`config.mk`:
```
export PLATFORM = sky130hd
export DESIGN_NAME = stu_lexer
export DESIGN_NICKNAME = d
export VERILOG_FILES = /design/src/rtl/stu_pkg.sv /design/src/rtl/stu_lexer.sv
export SDC_FILE = /design/constraint.sdc
export NUM_CORES = 1
export LEC_CHECK = 0
export BUFFER_PORTS_ARGS = -buffer_cell sky130_fd_sc_hd__buf_4
export CORE_UTILIZATION = 44
export CTS_CLUSTER_SIZE = 10
export DETAILED_ROUTE_END_ITERATION = 7
export GPL_TIMING_DRIVEN = 0
export SYNTH_ARGS = -nofsm -noshare
export SYNTH_HDL_FRONTEND = slang
export SYNTH_SLANG_ARGS = --single-unit
export TNS_END_PERCENT = 30
```
`constraint.sdc`:
```
create_clock -name clock -period 4.2 [get_ports clock]
set_input_delay 0.42 -clock clock [delete_from_list [all_inputs] [get_ports clock]]
set_output_delay 0.42 -clock clock [all_outputs]
set_load 0.05 [all_outputs]
```
`src/rtl/stu_pkg.sv`:
```
package stu_pkg;

   localparam int OFFSET_BITS = 24;
   localparam int LINE_BITS = 16;
   localparam int LEN_BITS = 16;
   localparam int KIND_BITS = 6;
   localparam int KW_MAX_LEN = 6;
   localparam int KW_IDX_BITS = $clog2(KW_MAX_LEN);
   localparam int KW_COUNT = 8;
   localparam int KW_TEXT_LEN = 6;
   localparam int QUEUE_DEPTH = 4;
   localparam int QUEUE_IDX_BITS = $clog2(QUEUE_DEPTH);
   localparam int QUEUE_CNT_BITS = $clog2(QUEUE_DEPTH + 1);

   typedef logic [7:0] char_type;
   typedef logic [KIND_BITS-1:0] kind_type;
   typedef logic [OFFSET_BITS-1:0] offset_type;
   typedef logic [LINE_BITS-1:0] line_type;
   typedef logic [LEN_BITS-1:0] length_type;
   typedef char_type [KW_MAX_LEN-1:0] prefix_type;

   localparam offset_type OFFSET_MAX = '1;
   localparam line_type LINE_MAX = '1;
   localparam length_type LEN_MAX = '1;

   localparam char_type CHAR_NUL = 8'h00;
   localparam char_type CHAR_TAB = 8'h09;
   localparam char_type CHAR_LF = 8'h0A;
   localparam char_type CHAR_CR = 8'h0D;
   localparam char_type CHAR_SPACE = 8'h20;
   localparam char_type CHAR_QUOTE = 8'h22;

   localparam kind_type KIND_EOF = 6'd8;
   localparam kind_type KIND_IDENT = 6'd9;
   localparam kind_type KIND_INT = 6'd10;
   localparam kind_type KIND_STRING = 6'd11;
   localparam kind_type KIND_ASSIGN = 6'd12;
   localparam kind_type KIND_EQ = 6'd13;
   localparam kind_type KIND_NOT = 6'd14;
   localparam kind_type KIND_NE = 6'd15;
   localparam kind_type KIND_LT = 6'd16;
   localparam kind_type KIND_LE = 6'd17;
   localparam kind_type KIND_GT = 6'd18;
   localparam kind_type KIND_GE = 6'd19;
   localparam kind_type KIND_AND = 6'd20;
   localparam kind_type KIND_OR = 6'd21;
   localparam kind_type KIND_STAR = 6'd22;
   localparam kind_type KIND_POWER = 6'd23;
   localparam kind_type KIND_PLUS = 6'd24;
   localparam kind_type KIND_INCR = 6'd25;
   localparam kind_type KIND_MINUS = 6'd26;
   localparam kind_type KIND_DECR = 6'd27;
   localparam kind_type KIND_SLASH = 6'd28;
   localparam kind_type KIND_PERCENT = 6'd29;
   localparam kind_type KIND_COMMA = 6'd30;
   localparam kind_type KIND_SEMI = 6'd31;
   localparam kind_type KIND_COLON = 6'd32;
   localparam kind_type KIND_LPAREN = 6'd33;
   localparam kind_type KIND_RPAREN = 6'd34;
   localparam kind_type KIND_LBRACE = 6'd35;
   localparam kind_type KIND_RBRACE = 6'd36;
   localparam kind_type KIND_LBRACK = 6'd37;
   localparam kind_type KIND_RBRACK = 6'd38;
   localparam kind_type KIND_ILLEGAL = 6'd39;

   localparam char_type KW_CHARS [KW_COUNT][KW_TEXT_LEN] = '{
      '{"i", "f", CHAR_NUL, CHAR_NUL, CHAR_NUL, CHAR_NUL},
      '{"f", "n", CHAR_NUL, CHAR_NUL, CHAR_NUL, CHAR_NUL},
      '{"v", "a", "r", CHAR_NUL, CHAR_NUL, CHAR_NUL},
      '{"t", "r", "u", "e", CHAR_NUL, CHAR_NUL},
      '{"f", "a", "l", "s", "e", CHAR_NUL},
      '{"e", "l", "s", "e", CHAR_NUL, CHAR_NUL},
      '{"w", "h", "i", "l", "e", CHAR_NUL},
      '{"r", "e", "t", "u", "r", "n"}
   };
   localparam int KW_LEN [KW_COUNT] = '{2, 2, 3, 4, 5, 4, 5, 6};

   typedef enum logic [2:0] {
      MODE_IDLE,
      MODE_IDENT,
      MODE_INT,
      MODE_STRING,
      MODE_OPER
   } mode_type;

   typedef struct packed {
      kind_type kind;
      line_type line;
      offset_type start;
      length_type length;
      logic last;
   } tok_type;

   typedef struct packed {
      logic [1:0] count;
      tok_type slot0;
      tok_type slot1;
   } push_type;

   function automatic logic alpha_byte(char_type c);
      return (c >= "a" && c <= "z") || (c >= "A" && c <= "Z") || c == "_";
   endfunction

   function automatic logic digit_byte(char_type c);
      return c >= "0" && c <= "9";
   endfunction

   function automatic logic blank_byte(char_type c);
      return c == CHAR_SPACE || c == CHAR_TAB || c == CHAR_CR || c == CHAR_LF;
   endfunction

   function automatic logic may_pair(char_type c);
      return c == "=" || c == "!" || c == "<" || c == ">" || c == "&" ||
             c == "|" || c == "*" || c == "+" || c == "-";
   endfunction

   function automatic char_type pair_second(char_type c);
      if (c == "=" || c == "!" || c == "<" || c == ">") begin
         return "=";
      end
      return c;
   endfunction

   function automatic kind_type single_kind(char_type c);
      kind_type k;
      case (c)
         "=": k = KIND_ASSIGN;
         "!": k = KIND_NOT;
         "<": k = KIND_LT;
         ">": k = KIND_GT;
         "*": k = KIND_STAR;
         "+": k = KIND_PLUS;
         "-": k = KIND_MINUS;
         "/": k = KIND_SLASH;
         "%": k = KIND_PERCENT;
         ",": k = KIND_COMMA;
         ";": k = KIND_SEMI;
         ":": k = KIND_COLON;
         "(": k = KIND_LPAREN;
         ")": k = KIND_RPAREN;
         "{": k = KIND_LBRACE;
         "}": k = KIND_RBRACE;
         "[": k = KIND_LBRACK;
         "]": k = KIND_RBRACK;
         default: k = KIND_ILLEGAL;
      endcase
      return k;
   endfunction

   function automatic kind_type pair_kind(char_type c);
      kind_type k;
      case (c)
         "=": k = KIND_EQ;
         "!": k = KIND_NE;
         "<": k = KIND_LE;
         ">": k = KIND_GE;
         "&": k = KIND_AND;
         "|": k = KIND_OR;
         "*": k = KIND_POWER;
         "+": k = KIND_INCR;
         "-": k = KIND_DECR;
         default: k = KIND_ILLEGAL;
      endcase
      return k;
   endfunction

   function automatic kind_type ident_kind(prefix_type p, length_type len);
      kind_type k;
      logic same;
      k = KIND_IDENT;
      for (int w = 0; w < KW_COUNT; w++) begin
         if (len == length_type'(KW_LEN[w]) && KW_LEN[w] <= KW_MAX_LEN) begin
            same = 1'b1;
            for (int i = 0; i < KW_TEXT_LEN; i++) begin
               if (i < KW_LEN[w] && p[i] != KW_CHARS[w][i]) begin
                  same = 1'b0;
               end
            end
            if (same) begin
               k = kind_type'(w);
            end
         end
      end
      return k;
   endfunction

endpackage

```
`src/rtl/stu_lexer.sv`:
```
module stu_lexer import stu_pkg::*; (
   input  logic     clock,
   input  logic     reset,
   input  logic     accept,
   input  char_type text_byte,
   output push_type push
);

   mode_type   mode_ff, mode_in;
   char_type   pend_ff, pend_in;
   prefix_type prefix_ff, prefix_in;
   offset_type cur_off_ff, cur_off_in;
   line_type   cur_line_ff, cur_line_in;
   offset_type open_start_ff, open_start_in;
   length_type open_len_ff, open_len_in;
   line_type   open_line_ff, open_line_in;

   logic    done;
   logic    first_valid, second_valid;
   tok_type first_tok, second_tok;

   always_ff @(posedge clock) begin
      if (reset) begin
         mode_ff <= MODE_IDLE;
         pend_ff <= CHAR_NUL;
         cur_off_ff <= '0;
         cur_line_ff <= line_type'(1);
         open_start_ff <= '0;
         open_len_ff <= '0;
         open_line_ff <= line_type'(1);
      end else if (accept) begin
         mode_ff <= mode_in;
         pend_ff <= pend_in;
         cur_off_ff <= cur_off_in;
         cur_line_ff <= cur_line_in;
         open_start_ff <= open_start_in;
         open_len_ff <= open_len_in;
         open_line_ff <= open_line_in;
      end
   end

   always_ff @(posedge clock) begin
      if (accept) begin
         prefix_ff <= prefix_in;
      end
   end

   // Set when the byte is consumed by the open token and does not start a new one.
   always_comb begin
      case (mode_ff)
         MODE_IDENT:  done = alpha_byte(text_byte) || digit_byte(text_byte);
         MODE_INT:    done = digit_byte(text_byte);
         MODE_STRING: done = text_byte != CHAR_NUL;
         MODE_OPER:   done = text_byte == pair_second(pend_ff);
         default:     done = 1'b0;
      endcase
   end

   always_comb begin
      mode_in = mode_ff;
      pend_in = pend_ff;
      prefix_in = prefix_ff;
      cur_line_in = cur_line_ff;
      open_start_in = open_start_ff;
      open_len_in = open_len_ff;
      open_line_in = open_line_ff;
      cur_off_in = (cur_off_ff == OFFSET_MAX) ? cur_off_ff : cur_off_ff + 1'b1;

      case (mode_ff)
         MODE_IDENT: begin
            if (done) begin
               if (open_len_ff < length_type'(KW_MAX_LEN)) begin
                  prefix_in[open_len_ff[KW_IDX_BITS-1:0]] = text_byte;
               end
               open_len_in = (open_len_ff == LEN_MAX) ? open_len_ff : open_len_ff + 1'b1;
            end else begin
               mode_in = MODE_IDLE;
            end
         end
         MODE_INT: begin
            if (done) begin
               open_len_in = (open_len_ff == LEN_MAX) ? open_len_ff : open_len_ff + 1'b1;
            end else begin
               mode_in = MODE_IDLE;
            end
         end
         MODE_STRING: begin
            if (text_byte == CHAR_NUL || text_byte == CHAR_QUOTE) begin
               mode_in = MODE_IDLE;
            end else begin
               open_len_in = (open_len_ff == LEN_MAX) ? open_len_ff : open_len_ff + 1'b1;
            end
         end
         MODE_OPER: begin
            mode_in = MODE_IDLE;
            pend_in = CHAR_NUL;
         end
         default: begin
            mode_in = MODE_IDLE;
         end
      endcase

      if (text_byte == CHAR_LF) begin
         cur_line_in = (cur_line_ff == LINE_MAX) ? cur_line_ff : cur_line_ff + 1'b1;
      end

      if (!done) begin
         if (text_byte == CHAR_NUL) begin
            mode_in = MODE_IDLE;
            pend_in = CHAR_NUL;
            cur_off_in = '0;
            cur_line_in = line_type'(1);
            open_start_in = '0;
            open_len_in = '0;
            open_line_in = line_type'(1);
         end else if (alpha_byte(text_byte)) begin
            prefix_in[0] = text_byte;
            mode_in = MODE_IDENT;
            open_start_in = cur_off_ff;
            open_len_in = length_type'(1);
            open_line_in = cur_line_ff;
         end else if (digit_byte(text_byte)) begin
            mode_in = MODE_INT;
            open_start_in = cur_off_ff;
            open_len_in = length_type'(1);
            open_line_in = cur_line_ff;
         end else if (text_byte == CHAR_QUOTE) begin
            mode_in = MODE_STRING;
            open_start_in = (cur_off_ff == OFFSET_MAX) ? cur_off_ff : cur_off_ff + 1'b1;
            open_len_in = '0;
            open_line_in = cur_line_ff;
         end else if (may_pair(text_byte)) begin
            mode_in = MODE_OPER;
            pend_in = text_byte;
            open_start_in = cur_off_ff;
            open_len_in = length_type'(1);
            open_line_in = cur_line_ff;
         end
      end
   end

   always_comb begin
      first_tok.line = open_line_ff;
      first_tok.start = open_start_ff;
      first_tok.length = open_len_ff;
      first_tok.last = 1'b0;
      case (mode_ff)
         MODE_IDENT: begin
            first_valid = !done;
            first_tok.kind = ident_kind(prefix_ff, open_len_ff);
         end
         MODE_INT: begin
            first_valid = !done;
            first_tok.kind = KIND_INT;
         end
         MODE_STRING: begin
            first_valid = text_byte == CHAR_NUL || text_byte == CHAR_QUOTE;
            first_tok.kind = KIND_STRING;
         end
         MODE_OPER: begin
            first_valid = 1'b1;
            if (done) begin
               first_tok.kind = pair_kind(pend_ff);
               first_tok.length = length_type'(2);
            end else begin
               first_tok.kind = (pend_ff == "&" || pend_ff == "|") ?
                                KIND_ILLEGAL : single_kind(pend_ff);
               first_tok.length = length_type'(1);
            end
         end
         default: begin
            first_valid = 1'b0;
            first_tok.kind = KIND_ILLEGAL;
         end
      endcase

      second_valid = !done && !blank_byte(text_byte) && !alpha_byte(text_byte) &&
                     !digit_byte(text_byte) && text_byte != CHAR_QUOTE &&
                     !may_pair(text_byte);
      second_tok.kind = (text_byte == CHAR_NUL) ? KIND_EOF : single_kind(text_byte);
      second_tok.line = cur_line_ff;
      second_tok.start = cur_off_ff;
      second_tok.length = (text_byte == CHAR_NUL) ? length_type'(0) : length_type'(1);
      second_tok.last = 1'b1;

      push.slot1 = second_tok;
      if (first_valid) begin
         push.slot0 = first_tok;
         push.slot0.last = !second_valid;
      end else begin
         push.slot0 = second_tok;
      end
      if (!accept) begin
         push.count = 2'd0;
      end else begin
         push.count = {1'b0, first_valid} + {1'b0, second_valid};
      end
   end

endmodule

```
==> flow_metrics.tcl <==
set metrics [dict create \
    power_switching_w 0.00116 \
    dp_hpwl_mm 24.5 \
    place_ws_ps -365 \
    clock.fmax_mhz 240 \
    numCtsBuffers 17 \
    status "finished, final reports clean" \
    pwr-share-clk_pct 43.0 \
    fin_worst_skew_ps 11.7 \
    start_util_pct 45.5 \
    ys.flop_type "dfxtp_1" \
    p_leak_nw 4.34 \
    rows 54 \
    worstPathRequired_ps 3780 \
    tns_ps 0 \
    wire_per_inst_microns 20.1 \
    final_area_sq_um 12000 \
    final_layout_size_suffix_gt1_share_pct 19.3 \
    drtIter0Drc 946 \
    die_area_sq_um 23500 \
    yosys.area_share.simple_pct 28.6 \
    startpoint_type "flop" \
    synthMuxAreaShare_pct 5.57 \
    synth_fa_ha_area_share_pct 0.871 \
    drv_cap 0 \
    vias 10153 \
    synthArstFlopShare_pct 0 \
    clock_sinks 155 \
    syn_area_per_cell_sq_um 8.14 \
    tightest_slew_ps 1260 \
    vias_per_cell 6.04 \
    synth_area_sq_um 10100 \
    synth_area_leaders "dfxtp_1 (21%), edfxtp_1 (14%), mux2_2 (5.4%)" \
    drv_slew 0 \
    cts_hold_buf 0 \
    cts_tree "yes" \
    fin_nets 1407 \
    dr.pass1.iters 5 \
    cp-end-kind "output port" \
    coreArea_sq_um 22100 \
    setup_violations 0 \
    synth_enable_flop_cells 48 \
    hold_class "primary input to flop" \
    synthCells 1235 \
    htreeDepth 4 \
    synth_top_area_cell "dfxtp_1" \
    worstPathArrival_ps 3740 \
    p_comb_share_pct 14.5 \
    clk_latency_ps 430 \
    place_congestion 0.964 \
    boundaryPins 139 \
    p_seq_share_pct 42.5 \
    antenna_found_initial 0 \
    synth_top_area_share_pct 21.3 \
    drc_errors 0 \
    worstSetupPathType "flop to output port" \
    gr-total-overflow 0 \
    grt_pass1_wl_mm 53.4 \
    path_clk_slew_ps 70 \
    grt_max_degree 18 \
    slew_headroom_pct 15.4 \
    diodes 0 \
    io_buffer_count 122 \
    ir_drop_mv 0.236 \
    swShare_pct 31.2 \
    p_int_w 0.00255 \
    rsz0062_at_grt "true" \
    fp.dieH_microns 153 \
    yosys.cell_types.count 86 \
    cts_root_buffer "clkbuf_16" \
    period_share_pct 99.0 \
    seq_area_frac_synth_pct 35.6 \
    crit_fanout 10 \
    synth-xor-area-share_pct 4.01 \
    power.density_nw_per_um2 308 \
    grt_pass1_vias 9287 \
    finalWorstSetupSlack_ps 40.9 \
    routed_wl_mm 33.7 \
    hold_viol 0 \
    synth_compound_area_share_pct 18.8 \
    syn_to_final_growth_pct 19.5 \
    die_w_microns 153 \
    synth_seq_cells 155 \
    clock_path_buffers 2 \
    post-route-util_pct 54.4 \
    postRouteAntennaNets 0 \
    min_period_ps 4160 \
    synth_top_family_by_area "simple AND/OR/NAND/NOR gates" \
    yosys_warnings 0 \
    grt_usage_pct 28.8 \
    place_area_sq_um 11400 \
]
critical path, stage by stage, from the launching register on:
cell and delay (ps):
dfxtp_1 300, clkbuf_1 240, nor2_1 310, nand2_1 230, or4_1 600, nor4_4 250
buf_4 250, or2_0 120, buf_2 210, nor4_1 110, ha_1 310, and2_1 170
buf_4 220
placed cells by master (no fill, tap or decap), types with 8 or more instances in the layout:
cell       Yosys  layout
a211oi_1      15      15
a21oi_1       85      85
a22o_1         8       8
a31oi_1       29      29
and2_1        23      23
and3_1        12      12
buf_2         18      18
buf_4         16     139
clkbuf_1      65      56
clkbuf_16      0      18
clkbuf_2       0       8
conb_1         2      16
dfxtp_1      107     107
edfxtp_1      48      48
inv_1         30      30
mux2_2        48      48
nand2_1      123     123
nand2b_1      17      17
nand3_1       79      79
nand4_1       20      20
nand4b_1       9       9
nor2_1        98      95
nor3_1        46      46
nor4_1        13      12
nor4b_1       10      10
o21ai_0       53      53
o22ai_1        9       9
o2bb2ai_1     14      14
o31ai_1        8       8
or3_1         26      26
or4_1         11      11
xnor2_1       26      26
xor2_1        20      20
stage by stage:
stage | std cells | power [W] | hold WS [ps]
2_1_floorplan | 1249 | 0.00197 | 429
3_3_place_gp | 1651 | 0.00213 | 437
3_5_place_dp | 1651 | 0.00213 | 441
4_1_cts | 1684 | 0.00371 | 253
5_1_grt | 1682 | 0.00382 | 256
6_report | 1682 | 0.00370 | 256
cells by family (layout without fill, tap and decap cells):
| group | count (synthesis) | in the layout |
|---|---|---|
| AOI/OAI and AO/OA | 293 | 293 |
| xor gates and xnor gates | 46 | 46 |
| adders and majority gates | 7 | 7 |
| buffers and inverters | 140 | 293 |
| DFF | 155 | 155 |
| muxes | 50 | 50 |
| other | 2 | 16 |
| and+or+nand+nor | 542 | 542 |
metal layers:
| metal | track usage (%) | vias up | wire, microns | share of wire, % |
|---|---|---|---|---|
| li1 | - | 4833 | - | - |
| met1 | 42.9 | 4865 | 16200 | 48 |
| met2 | 43.6 | 404 | 14800 | 44 |
| met3 | 3.23 | 51 | 1990 | 5.9 |
| met4 | 8.32 | 0 | 712 | 2.1 |
| met5 | 0 | - | 0 | 0 |
path summary, 6_finish.rpt:
kind                                         to  slack [ps]             from  depth (start not counted)
worst max-delay path                  push[126]          40       mode_ff[1]                         12
worst max register to register   cur_off_ff[13]         530       mode_ff[1]                         11
worst min-delay path              prefix_ff[44]         260     text_byte[4]                          1
worst min register to register  open_line_ff[6]         450  open_line_ff[6]                          2
cell usage after synthesis, types with 5 or more instances:
library cell  number
a31oi_1           29
nor3_1            46
o21a_1             7
and3_1            12
a21boi_0           5
a41oi_1            5
o211ai_1           5
a21o_1             7
o31ai_1            8
or3_1             26
xnor2_1           26
dfxtp_1          107
o21ai_0           53
clkbuf_1          65
mux2_2            48
and2_1            23
and4_1             7
o22ai_1            9
edfxtp_1          48
xor2_1            20
nand4b_1           9
nand2_1          123
a21oi_1           85
inv_1             30
or4_1             11
nand3_1           79
nand4_1           20
nand2b_1          17
nor4_1            13
nor4b_1           10
nor2_1            98
nand3b_1           7
nor2b_1            6
nor3b_1            7
a211oi_1          15
buf_4             16
ha_1               7
a22o_1             8
o2bb2ai_1         14
buf_2             18
area by class of cell:
cell class / count / area (sq um)
Inverter: 32 / 120
Sequential cell: 155 / 3580
Timing Repair Buffer: 123 / 923
Multi-Input combinational cell: 954 / 5910
Buffer: 106 / 532
Fill cell: 2149 / 10100
Clock buffer: 19 / 454
Tap cell: 280 / 350
Clock inverter: 13 / 139
power groups by stage:
stage	clock [W]	combinational, W	sequential [W]
2_1_floorplan	0	0.000358	0.00161
3_3_place_gp	0	0.000524	0.00161
3_5_place_dp	0	0.000525	0.00161
4_1_cts	0.00161	0.000529	0.00157
5_1_grt	0.00167	0.000574	0.00158
6_report	0.00159	0.000539	0.00157
sequential cells by signal, summed over array words and instances (netlist names):
register,flops
open_len_ff,16
prefix_ff,48
pend_ff,8
open_line_ff,16
cur_line_ff,16
mode_ff,3
open_start_ff,24
cur_off_ff,24
what timing repair did:
item / in CTS / in global routing
gates resized for setup: 8 / 10
setup buffers: 1 / 0
pin swaps: 1 / 0
setup endpoints to repair: 56 / 59
hold endpoints to repair: 0 / 0
(Power assumes the default switching activity.)
